--- src/hdl/drive_setpoint_shaper_defines.svh ---
// Assertion macros shared by the setpoint shaper RTL.
`ifndef DRIVE_SETPOINT_SHAPER_DEFINES_SVH
`define DRIVE_SETPOINT_SHAPER_DEFINES_SVH

`ifndef NO_ASSERTIONS
// Clocked check, masked while reset is high.
`define DSS_ASSERT(lbl, prop, msg) \
  lbl: assert property (@(posedge clk) disable iff (rst) prop) else $error(msg);
// Clocked check that also holds across reset.
`define DSS_ASSERT_NR(lbl, prop, msg) \
  lbl: assert property (@(posedge clk) prop) else $error(msg);
`else
`define DSS_ASSERT(lbl, prop, msg)
`define DSS_ASSERT_NR(lbl, prop, msg)
`endif

`endif

--- src/hdl/dss_pkg.sv ---
// Types, constants and helper functions of the drive setpoint shaper.
package dss_pkg;

  // Configuration register indexes
  typedef enum logic [2:0] {
    REG_SPEED_DEAD_ZONE = 3'd0,
    REG_STEER_DEAD_ZONE = 3'd1,
    REG_STEER_LIMIT     = 3'd2,
    REG_STEER_SLEW_RATE = 3'd3,
    REG_ZERO_CROSS_ZONE = 3'd4,
    REG_ACCEL_RATE      = 3'd5,
    REG_BRAKE_RATE      = 3'd6,
    REG_RX_TIMEOUT      = 3'd7
  } cfg_idx_t;

  // Register reset values
  localparam logic [10:0] SPEED_DEAD_ZONE_RST = 11'd500;
  localparam logic [9:0]  STEER_DEAD_ZONE_RST = 10'd100;
  localparam logic [13:0] STEER_LIMIT_RST     = 14'd3000;
  localparam logic [15:0] STEER_SLEW_RATE_RST = 16'd12000;
  localparam logic [10:0] ZERO_CROSS_ZONE_RST = 11'd300;
  localparam logic [15:0] ACCEL_RATE_RST      = 16'd1000;
  localparam logic [15:0] BRAKE_RATE_RST      = 16'd4000;
  localparam logic [15:0] RX_TIMEOUT_RST      = 16'd500;

  // floor(x / 1000) for x < 2^24: ceil(2^34 / 1000) with a 34-bit shift is exact
  localparam logic [24:0] DIV1000_MUL = 25'd17179870;
  localparam int          DIV1000_SHIFT = 34;

  // cdeg to mrad: floor(x * 1570796327 / 9e9), exact for x <= 16384 with a 48-bit shift
  localparam logic [127:0] MRAD_NUM = 128'd1570796327 << 48;
  localparam logic [45:0]  MRAD_MUL = 46'((MRAD_NUM + 128'd8999999999) / 128'd9000000000);
  localparam logic [22:0]  MRAD_MUL_LO = MRAD_MUL[22:0];
  localparam logic [22:0]  MRAD_MUL_HI = MRAD_MUL[45:23];
  localparam logic [10:0]  MRAD_MAX = 11'd2047;

  // Ramp step: floor(rate * dt / 1000), rate * dt already formed
  function automatic logic [14:0] div1000(input logic [23:0] x);
    logic [48:0] p;
    p = 49'(x) * 49'(DIV1000_MUL);
    return p[DIV1000_SHIFT +: 15];
  endfunction

endpackage

--- src/hdl/drive_setpoint_shaper.sv ---
// Drive setpoint shaper: dead zones, steering clamp and slew limiting per control tick.
//
//  channel   direction  payload (low bit first)
//  s_axis    in         tuser: has_cmd; tdata: cmd_speed, cmd_steer, elapsed_ms
//  m_axis    out        tdata: remote_mode, speed_ref, steering_ref, steering_mrad,
//                              servo_enable, pid_reset
//  cfg       in         cfg_we, cfg_index, cfg_data (write only)
//
// One beat per cycle sustained while m_axis_tready allows; a beat passes the capture,
// divide, mode, partial-product and result stages. The mode and reference state closes
// its loop in the third stage; ramp steps and the milliradian product are formed in
// stages around it. rst clears all stage valids and state and loads the register defaults.
// A stall on m_axis backs up stage by stage; empty stages keep filling.
`include "drive_setpoint_shaper_defines.svh"

module drive_setpoint_shaper (
  input  logic              clk,
  input  logic              rst,
  // configuration write port
  input  logic              cfg_we,
  input  dss_pkg::cfg_idx_t cfg_index,
  input  logic [15:0]       cfg_data,
  // input ticks
  input  logic              s_axis_tvalid,
  output logic              s_axis_tready,
  input  logic [39:0]       s_axis_tdata,   // cmd_speed[15:0], cmd_steer[31:16], elapsed_ms[39:32]
  input  logic [0:0]        s_axis_tuser,   // has_cmd[0]
  // output references
  output logic              m_axis_tvalid,
  input  logic              m_axis_tready,
  output logic [47:0]       m_axis_tdata    // remote_mode[0], speed_ref[16:1],
                                            // steering_ref[31:17], steering_mrad[43:32],
                                            // servo_enable[44], pid_reset[45], zero[47:46]
);
  import dss_pkg::*;

  // ---------------------------------------------------------------- config
  logic [10:0] speed_dead_zone;
  logic [9:0]  steer_dead_zone;
  logic [13:0] steer_limit;
  logic [15:0] steer_slew_rate;
  logic [10:0] zero_cross_zone;
  logic [15:0] accel_rate;
  logic [15:0] brake_rate;
  logic [15:0] rx_timeout;

  // Load register defaults, then take writes
  always_ff @(posedge clk) begin
    if (rst) begin
      speed_dead_zone <= SPEED_DEAD_ZONE_RST;
      steer_dead_zone <= STEER_DEAD_ZONE_RST;
      steer_limit     <= STEER_LIMIT_RST;
      steer_slew_rate <= STEER_SLEW_RATE_RST;
      zero_cross_zone <= ZERO_CROSS_ZONE_RST;
      accel_rate      <= ACCEL_RATE_RST;
      brake_rate      <= BRAKE_RATE_RST;
      rx_timeout      <= RX_TIMEOUT_RST;
    end else if (cfg_we) begin
      case (cfg_index)
        REG_SPEED_DEAD_ZONE: speed_dead_zone <= cfg_data[10:0];
        REG_STEER_DEAD_ZONE: steer_dead_zone <= cfg_data[9:0];
        REG_STEER_LIMIT:     steer_limit     <= cfg_data[13:0];
        REG_STEER_SLEW_RATE: steer_slew_rate <= cfg_data;
        REG_ZERO_CROSS_ZONE: zero_cross_zone <= cfg_data[10:0];
        REG_ACCEL_RATE:      accel_rate      <= cfg_data;
        REG_BRAKE_RATE:      brake_rate      <= cfg_data;
        REG_RX_TIMEOUT:      rx_timeout      <= cfg_data;
        default: ;
      endcase
    end
  end

  // ---------------------------------------------------------------- flow control
  logic v1, v2, v3, v4, v5;
  logic rdy1, rdy2, rdy3, rdy4, rdy5;
  logic st_go;

  // A stage loads when it is empty or its contents move on
  assign rdy5 = !v5 || m_axis_tready;
  assign rdy4 = !v4 || rdy5;
  assign rdy3 = !v3 || rdy4;
  assign rdy2 = !v2 || rdy3;
  assign rdy1 = !v1 || rdy2;
  assign s_axis_tready = rdy1;
  assign st_go = rdy3 && v2;

  always_ff @(posedge clk) begin
    if (rst) begin
      v1 <= 1'b0;
      v2 <= 1'b0;
      v3 <= 1'b0;
      v4 <= 1'b0;
      v5 <= 1'b0;
    end else begin
      if (rdy1) v1 <= s_axis_tvalid;
      if (rdy2) v2 <= v1;
      if (rdy3) v3 <= v2;
      if (rdy4) v4 <= v3;
      if (rdy5) v5 <= v4;
    end
  end

  // ---------------------------------------------------------------- stage 1: capture, rate * dt
  logic [7:0]  dt_in;
  logic        p1_has_cmd;
  logic [15:0] p1_speed, p1_steer;
  logic [7:0]  p1_dt;
  logic [23:0] p1_acc_prod, p1_brk_prod, p1_str_prod;

  assign dt_in = s_axis_tdata[39:32];

  always_ff @(posedge clk) begin
    if (rdy1) begin
      p1_has_cmd  <= s_axis_tuser[0];
      p1_speed    <= s_axis_tdata[15:0];
      p1_steer    <= s_axis_tdata[31:16];
      p1_dt       <= dt_in;
      p1_acc_prod <= 24'(accel_rate) * 24'(dt_in);
      p1_brk_prod <= 24'(brake_rate) * 24'(dt_in);
      p1_str_prod <= 24'(steer_slew_rate) * 24'(dt_in);
    end
  end

  // ---------------------------------------------------------------- stage 2: divide by 1000
  logic        p2_has_cmd;
  logic [15:0] p2_speed, p2_steer;
  logic [7:0]  p2_dt;
  logic [14:0] p2_acc_step, p2_brk_step, p2_str_step;

  always_ff @(posedge clk) begin
    if (rdy2) begin
      p2_has_cmd  <= p1_has_cmd;
      p2_speed    <= p1_speed;
      p2_steer    <= p1_steer;
      p2_dt       <= p1_dt;
      p2_acc_step <= div1000(p1_acc_prod);
      p2_brk_step <= div1000(p1_brk_prod);
      p2_str_step <= div1000(p1_str_prod);
    end
  end

  // ---------------------------------------------------------------- stage 3: mode and references
  logic        mode_is_remote;
  logic [15:0] latched_speed, latched_steer;
  logic [15:0] silence_age;
  logic [15:0] speed_reference;
  logic [14:0] steer_track;
  logic        prev_speed_nonzero;

  logic [16:0] age_sum;
  logic [15:0] silence_age_next;
  logic [15:0] latched_speed_next, latched_steer_next;
  logic        mode_next, mode_changed;
  logic [15:0] spd_cur;
  logic [14:0] str_cur;
  logic        pnz_cur;
  logic [16:0] spd_mag, str_mag, base_mag;
  logic [15:0] v_tgt, s_dz;
  logic signed [16:0] s_ext, lim_pos, lim_neg, s_clip;
  logic [14:0] s_tgt;
  logic        drop, low_speed, reversing;
  logic [15:0] spd_base;
  logic        base_pos, base_neg, v_pos, v_neg;
  logic [14:0] spd_step;
  logic signed [16:0] spd_d, spd_stp;
  logic signed [15:0] str_d, str_stp;
  logic [15:0] spd_slew;
  logic [14:0] str_slew;
  logic [15:0] speed_reference_next;
  logic [14:0] steer_track_next;
  logic        prev_speed_nonzero_next;
  logic        pid_next;

  always_comb begin
    // Age the silence counter, saturating, then apply a command
    age_sum = {1'b0, silence_age} + 17'(p2_dt);
    silence_age_next = age_sum[16] ? 16'hFFFF : age_sum[15:0];
    latched_speed_next = latched_speed;
    latched_steer_next = latched_steer;
    mode_next = mode_is_remote;
    if (p2_has_cmd) begin
      latched_speed_next = p2_speed;
      latched_steer_next = p2_steer;
      silence_age_next = '0;
      mode_next = 1'b1;
    end
    if (!(silence_age_next < rx_timeout)) mode_next = 1'b0;
    mode_changed = mode_next != mode_is_remote;

    // Clear references on a mode change
    spd_cur = mode_changed ? '0 : speed_reference;
    str_cur = mode_changed ? '0 : steer_track;
    pnz_cur = mode_changed ? 1'b0 : prev_speed_nonzero;

    // Dead zones
    spd_mag = latched_speed_next[15] ? (17'd0 - {1'b1, latched_speed_next})
                                     : {1'b0, latched_speed_next};
    str_mag = latched_steer_next[15] ? (17'd0 - {1'b1, latched_steer_next})
                                     : {1'b0, latched_steer_next};
    v_tgt = (spd_mag < 17'(speed_dead_zone)) ? '0 : latched_speed_next;
    s_dz  = (str_mag < 17'(steer_dead_zone)) ? '0 : latched_steer_next;

    // Steering clamp
    s_ext   = signed'({s_dz[15], s_dz});
    lim_pos = signed'({3'b000, steer_limit});
    lim_neg = -lim_pos;
    if (s_ext > lim_pos)      s_clip = lim_pos;
    else if (s_ext < lim_neg) s_clip = lim_neg;
    else                      s_clip = s_ext;
    s_tgt = s_clip[14:0];

    // Speed command dropped to zero
    drop = (v_tgt == '0) && pnz_cur;
    spd_base = drop ? '0 : spd_cur;

    // Pick the speed slew rate
    base_mag = spd_base[15] ? (17'd0 - {1'b1, spd_base}) : {1'b0, spd_base};
    low_speed = base_mag < 17'(zero_cross_zone);
    base_neg = spd_base[15];
    base_pos = !spd_base[15] && (spd_base != '0);
    v_neg = v_tgt[15];
    v_pos = !v_tgt[15] && (v_tgt != '0);
    reversing = (base_pos && v_neg) || (base_neg && v_pos);
    spd_step = (low_speed || reversing) ? p2_brk_step : p2_acc_step;

    // Speed ramp
    spd_d   = signed'({v_tgt[15], v_tgt}) - signed'({spd_base[15], spd_base});
    spd_stp = signed'({2'b00, spd_step});
    if (spd_d > spd_stp)       spd_slew = spd_base + 16'(spd_step);
    else if (spd_d < -spd_stp) spd_slew = spd_base - 16'(spd_step);
    else                       spd_slew = v_tgt;

    // Steering ramp
    str_d   = signed'({s_tgt[14], s_tgt}) - signed'({str_cur[14], str_cur});
    str_stp = signed'({1'b0, p2_str_step});
    if (str_d > str_stp)       str_slew = str_cur + p2_str_step;
    else if (str_d < -str_stp) str_slew = str_cur - p2_str_step;
    else                       str_slew = s_tgt;

    // Local mode holds references at zero
    if (mode_next) begin
      speed_reference_next    = spd_slew;
      steer_track_next        = str_slew;
      prev_speed_nonzero_next = v_tgt != '0;
    end else begin
      speed_reference_next    = '0;
      steer_track_next        = '0;
      prev_speed_nonzero_next = pnz_cur;
    end
    pid_next = mode_changed || (mode_next && drop);
  end

  logic        p3_remote, p3_pid;
  logic [15:0] p3_speed;
  logic [14:0] p3_steer;

  // Advance state once per tick
  always_ff @(posedge clk) begin
    if (rst) begin
      mode_is_remote     <= 1'b0;
      latched_speed      <= '0;
      latched_steer      <= '0;
      silence_age        <= 16'hFFFF;
      speed_reference    <= '0;
      steer_track        <= '0;
      prev_speed_nonzero <= 1'b0;
    end else if (st_go) begin
      mode_is_remote     <= mode_next;
      latched_speed      <= latched_speed_next;
      latched_steer      <= latched_steer_next;
      silence_age        <= silence_age_next;
      speed_reference    <= speed_reference_next;
      steer_track        <= steer_track_next;
      prev_speed_nonzero <= prev_speed_nonzero_next;
    end
  end

  always_ff @(posedge clk) begin
    if (rdy3) begin
      p3_remote <= mode_next;
      p3_pid    <= pid_next;
      p3_speed  <= speed_reference_next;
      p3_steer  <= steer_track_next;
    end
  end

  // ---------------------------------------------------------------- stage 4: mrad partial products
  logic [14:0] str_abs;
  logic        p4_remote, p4_pid, p4_neg;
  logic [15:0] p4_speed;
  logic [14:0] p4_steer;
  logic [37:0] p4_hi, p4_lo;

  assign str_abs = p3_steer[14] ? (~p3_steer + 15'd1) : p3_steer;

  always_ff @(posedge clk) begin
    if (rdy4) begin
      p4_remote <= p3_remote;
      p4_pid    <= p3_pid;
      p4_speed  <= p3_speed;
      p4_steer  <= p3_steer;
      p4_neg    <= p3_steer[14];
      p4_hi     <= 38'(str_abs) * 38'(MRAD_MUL_HI);
      p4_lo     <= 38'(str_abs) * 38'(MRAD_MUL_LO);
    end
  end

  // ---------------------------------------------------------------- stage 5: mrad sum, result beat
  logic [60:0] mrad_sum;
  logic [12:0] mrad_raw;
  logic [10:0] mrad_mag;
  logic [11:0] mrad_val;
  logic        o_remote, o_pid;
  logic [15:0] o_speed;
  logic [14:0] o_steer;
  logic [11:0] o_mrad;
  logic        o_refs_zero;

  always_comb begin
    mrad_sum = {p4_hi, 23'd0} + 61'(p4_lo);
    mrad_raw = mrad_sum[60:48];
    mrad_mag = (mrad_raw > 13'(MRAD_MAX)) ? MRAD_MAX : mrad_raw[10:0];
    mrad_val = p4_neg ? (12'd0 - {1'b0, mrad_mag}) : {1'b0, mrad_mag};
  end

  always_ff @(posedge clk) begin
    if (rdy5) begin
      o_remote <= p4_remote;
      o_pid    <= p4_pid;
      o_speed  <= p4_speed;
      o_steer  <= p4_steer;
      o_mrad   <= mrad_val;
    end
  end

  assign m_axis_tvalid = v5;
  assign m_axis_tdata  = {2'b00, o_pid, o_remote, o_mrad, o_steer, o_speed, o_remote};
  assign o_refs_zero   = (o_speed == '0) && (o_steer == '0) && (o_mrad == '0);

  // ---------------------------------------------------------------- checks
  `DSS_ASSERT(a_local_outputs_zero, (v5 && !o_remote) |-> o_refs_zero, "local beat not zero")
  `DSS_ASSERT(a_mrad_sign, (v5 && !o_steer[14]) |-> !o_mrad[11], "mrad sign wrong")
  `DSS_ASSERT(a_cmd_clears_age, (st_go && p2_has_cmd) |=> (silence_age == '0), "age kept")
  `DSS_ASSERT_NR(a_reset_empties, rst |=> !m_axis_tvalid, "output valid after reset")

endmodule

--- config.mk ---
export PLATFORM = sky130hd
export DESIGN_NAME = drive_setpoint_shaper
export DESIGN_NICKNAME = d
export VERILOG_FILES = /design/src/hdl/dss_pkg.sv /design/src/hdl/drive_setpoint_shaper.sv
export VERILOG_INCLUDE_DIRS = /design/src /design/src/hdl
export SDC_FILE = /design/constraint.sdc
export NUM_CORES = 2
export LEC_CHECK = 0
export ABC_AREA = 0
export BUFFER_PORTS_ARGS = -buffer_cell sky130_fd_sc_hd__buf_2
export CORE_ASPECT_RATIO = 0.7
export CORE_MARGIN = 1
export CORE_UTILIZATION = 35
export CTS_CLUSTER_DIAMETER = 30
export DETAILED_ROUTE_END_ITERATION = 7
export GPL_TIMING_DRIVEN = 0
export SYNTH_ARGS = -nofsm -noshare
export SYNTH_HDL_FRONTEND = slang
export SYNTH_SLANG_ARGS = --single-unit
--- constraint.sdc ---
create_clock -name clk -period 17.1 [get_ports clk]
set_input_delay 1.71 -clock clk [delete_from_list [all_inputs] [get_ports clk]]
set_output_delay 1.71 -clock clk [all_outputs]
set_load 0.1 [all_outputs]
# After elaboration in Yosys (flattened, before gate mapping)
# Cells that the tools add are included.
word_totals:
  regBits: 578
  latch_bits: 0
  ram_bits: 0
  mem_bits_ro: 0
  output_inout_bits: 50
  word_cells: 157
  memories: 0
classes:
  n_addsub: 16
  n_mul: 8
  n_div: 0
  magnitude_cmp: 11
  eq_ne: 8
  n_shift: 0
  n_mux: 28
  n_bitwise: 1
  reduce_logical: 34
op_table:
  columns: ["op", "n"]
  rows:
  - ["$mux 16", 11]
  - ["$mul 24x24->48 const B", 3]
  - ["$mux 15", 8]
  - ["$mul 16x8->24", 3]
  - ["$add 61x36->61", 1]
  - ["$mux 17", 3]
  - ["$sub 1x17->17 const A", 3]
  - ["$mul 15x23->38 const B", 1]
  - ["$lt 17x11->1", 2]
  - ["$mul 15x18->33 const B", 1]
  - ["$lt 16x16->1", 2]
  - ["$reduce_bool 16->1", 2]
  - ["$mux 11", 2]
  - ["$add 16x8->17", 1]
  - ["$gt 17x16->1", 1]
  - ["$lt 16x17->1", 1]
  - ["$lt 17x10->1", 1]
  - ["$lt 17x17->1", 1]
  - ["$neg 14->17", 1]
  - ["$neg 15->17", 1]
  - ["$sub 16x16->17", 1]
  - ["$add 16x15->16", 1]
  - ["$gt 16x15->1", 1]
  - ["$gt 16x16->1", 1]
  - ["other kinds (20)", 53]

# Logic depth before layout (Yosys ltp)
depth:
  ltp_word: 20
  ltp_mapped: 60
  depth_no_buf: 53

# Worst setup path after synthesis
# No wires, ideal clock.
synth_path:
  path_kind: "register to register"
  startpoint: "reg p2_has_cmd"
  endpoint: "reg p3_speed[8], data pin"
  arrival_ns: 11.431
  required_ns: 16.960
  path_slack_ns: 5.529
  path_stages_with_launch: 56
  period_less_slack_ns: 11.571
  cell_sequence: "edfxtp_1 -> buf_6 -> buf_6 -> buf_6 -> buf_6 -> buf_2 -> buf_1 -> mux2i_1 -> ha_1 -> nor2b_1 -> o32ai_1 -> o31ai_1 -> xor2_1 -> ha_1 -> o211ai_1 -> o311ai_0 -> nor4_1 -> and3_1 -> (+20 left out) -> mux2i_1 -> ha_1 -> o21a_1 -> nor2b_1 -> xnor2_1 -> ha_1 -> a21o_1 -> a2111oi_0 -> o21ai_0 -> a311oi_1 -> o21ai_0 -> and2_1 -> a211o_1 -> and2_1 -> buf_4 -> or3_1 -> o2111a_1 -> nor2_1"
synth_via:
  elab_chain_len: 19
synth_rtl:
  columns: ["element", "line", "rtl"]
  rows:
  - ["start, declared", "drive_setpoint_shaper.sv:125", "logic p2_has_cmd;"]
  - ["start signal, assigned", "drive_setpoint_shaper.sv:132", "p2_has_cmd <= p1_has_cmd;"]
  - ["parallel branches: the longest is 18 deep, another holds $sub 1x17->17", null, null]
  - ["$mux 16 (*)", "drive_setpoint_shaper.sv:241", "if (mode_next) begin"]
  - ["via speed_reference_next[8]", "drive_setpoint_shaper.sv:169", "logic [15:0] speed_reference_next;"]
  - ["end signal, assigned", "drive_setpoint_shaper.sv:282", "p3_speed <= speed_reference_next;"]
  - ["end, declared", "drive_setpoint_shaper.sv:254", "logic [15:0] p3_speed;"]
# Mark *: on every way through the listed nets, which the timed path passes.
# A chain may end at the register's enable or synchronous reset.

# Final worst setup path
layout_path:
  startpoint: "reg p2_has_cmd"
  endpoint: "reg p3_speed[9], data pin"
# The elaborated chain is that of the path after synthesis.

==> impl_results.md <==
* CP max stage delay at 830 ps
* Clock Sinks at 556
* Setup slack after layout at 1156 ps
* DRC at 60
* Ys async rst share at 0
* Port bufs at 100
* GR Overflow Total at 0
* Width of the die at 559.0 um
* Vias at 54,928
* Root Buffer: clkbuf_16
* Sequential area share after synthesis at 0.1938
* Postcts setup bufs at 0
* Mapped Cells at 7,693
* Initial antenna violation count at 13
* Cell variety after synth at 88
* Post-route setup TNS at 0 ps
* Post-Synth Adder-Cell Area at 0.4809
* Final setup vio count at 0
* Max-Cap Viols at 0
* Area contributors post-synth: fa_1 25%, ha_1 23%, edfxtp_1 14%
* Placer Congestion at 0.9173
* Most common cell in the netlist: inv_1
* Synthesized flop and latch total at 556
* Main combinational cell family by area after synthesis: adder cells
* Hold buffers post-CTS at 0
* Routed WL at 205,600 um
* Hold/Removal Path Class: reg -> reg
* Syn avg cell area at 9.880 sq um
* H-tree depth at 3
* Synth Flop Type: edfxtp_1
* Yosys warns at 0
* Routed Antenna Nets at 0
* RSZ-0062 raised after global routing: no
* Clk_skew at 55.87 ps
* Largest net degree at the start of global routing at 70
* First-pass GRT wire length at 323,500 um
* Vias in the first global route at 55,554
* Worst-path fanout max at 10
* 1st-iter DRT viols at 4,360
* HPWL after detailed placement at 171,500 um
* Worst setup EP type: flip-flop
* Die area at 219,100 sq um
* Pre-CTS setup slack at 1528 ps
* Hold violation total from the final report at 0
* Cell Rows at 142
* Die Span Y at 391.9 um
* Worst-Margin Slew at 1418 ps
* Final period util at 0.9324
* Pre-antenna DRT Iters at 8
* Met3 wire len at 20,430 um
* Rel. slew slack at 0.04781
* Vias per inst at 5.049
* Yosys top cell by area: fa_1
* Nets@finish at 10,312
* Layout area overhead at 10.32%
* Wire per inst at 18.90 um
* Clock Latency Late Sink at 720 ps
* WL met2 at 80,200 um
* WP data required at 17,500 ps
* Mapped Area at 76,010 sq um
* Share of cells above drive strength 1 at 0.05093
* Fmax at 62.72 MHz
* Failing checks: design-rule violations
* Synth Area in Simple Gates at 0.1096
* Critical path class: reg -> reg
* Total of cells resized after clock tree synthesis at 0
* GRT Total Usage at 0.1905
* Compound-Gate Fraction of Synth Area at 0.08650
* Slew Viols, Final at 0
* Highest routed layer: met5
* Finished Core Util at 0.3900
* Initial core utilization at 0.3536
* I/O pins at 115
* CTS tree: done
* Core area at 215,000 sq um
* Post-synthesis mux area share at 0.01314
* CTS clk-pin slew, worst paths at 60 ps
* Longest Clk Path Bufs at 3
* Crit path time final at 15,940 ps
* Slowest CP cell: mux2i_1
* Cts bufs inserted at 99
* WP data arrival at 16,340 ps
* Status: finished, violations left
* WL met1 at 101,400 um
* Post-synth EDFFs at 360
* Synth top area share at 0.2547
* XOR/XNOR Fraction of Synth Area at 0.02846
* CP Launch Type: flip-flop
* Post-synth top cells: 1,546 x inv_1, 1,374 x ha_1, 967 x fa_1
-- layout by cell type, fill, tap and decap left out, drive strengths merged, types with 55 or more instances in the layout --
cell       n
clkbuf   279
buf      143
xor2      64
and2     227
fa       967
o21ai    157
ha      1374
a21o      78
nor3     101
xnor2    183
mux2i     74
nor2     364
a21oi    281
o21a      57
and3      57
nand3     94
inv     1585
edfxtp   360
dfxtp    196
nand2    603
a211oi    55
-- final timing paths --
kind,start,to,slack [ps],depth (start not counted)
setup reg to reg,p2_has_cmd$_DFFE_PP_,p3_speed[9]$_DFFE_PP_,1160,53
hold / removal,p1_dt[7]$_DFFE_PP_,p2_dt[7]$_DFFE_PP_,410,0
hold reg to reg,p1_dt[7]$_DFFE_PP_,p2_dt[7]$_DFFE_PP_,410,0
setup / recovery,p2_has_cmd$_DFFE_PP_,p3_speed[9]$_DFFE_PP_,1160,53
-- sequential cells by signal (all words and copies together), names as in the netlist, 16 cells and up --
| register | count |
|---|---|
| accel_rate | 16 |
| p1_str_prod | 24 |
| p4_speed | 16 |
| p1_acc_prod | 24 |
| rx_timeout | 16 |
| p2_steer | 16 |
| o_speed | 16 |
| p1_steer | 16 |
| p1_brk_prod | 24 |
| latched_steer | 16 |
| p1_speed | 16 |
| latched_speed | 16 |
| speed_reference | 16 |
| silence_age | 16 |
| p4_hi | 37 |
| p3_speed | 16 |
| brake_rate | 16 |
| p2_speed | 16 |
| steer_slew_rate | 16 |
-- logic make-up after synthesis --
kind of cell	count (synthesis)
xor+xnor	247
compound gates	978
simple gates	1731
buf+inv	1745
fa+ha+maj	2341
mux	94
flops	556
other cells	1
-- layer usage --
metal	global-route usage	vias up
li1	-	25797
met4	0.03571	4
met1	0.2946	26992
met5	0	-
met3	0.04625	229
met2	0.2649	1906
-- final cells by class --
type / count / area (sq um)
clock inverter: 75 / 775.7
timing repair buffer: 111 / 686.9
buffer: 199 / 853.3
fill: 21134 / 131100
tap: 2880 / 3603
sequential: 556 / 14730
multi-input combinational: 5393 / 54710
clock buffer: 112 / 2674
antenna: 7 / 17.52
inverter: 1546 / 5803
-- per-stage QoR --
| stage | hold slack (ps) | cells | instance area, sq um |
|---|---|---|---|
| after global routing | 419.9 | 10873 | 83840 |
| after floorplan | 400.3 | 7694 | 76010 |
| after CTS | 415.1 | 10870 | 83810 |
| after detailed placement | 404.5 | 10683 | 80360 |
| final | 414.5 | 10879 | 83850 |
| after global placement | 401.2 | 10674 | 80120 |
-- worst max-delay path: cells and delay by family (launching register included) --
family / cells / cell delay (ps)
simple gates: 11 / 1970
compound gates: 18 / 5280
mux: 3 / 1700
fa+ha+maj: 6 / 1960
buf+inv: 12 / 3770
xor+xnor: 3 / 460
flops: 1 / 480
Power is not shown: default switching activity piles up to over one toggle a cycle in this logic, so the estimate is an artifact.
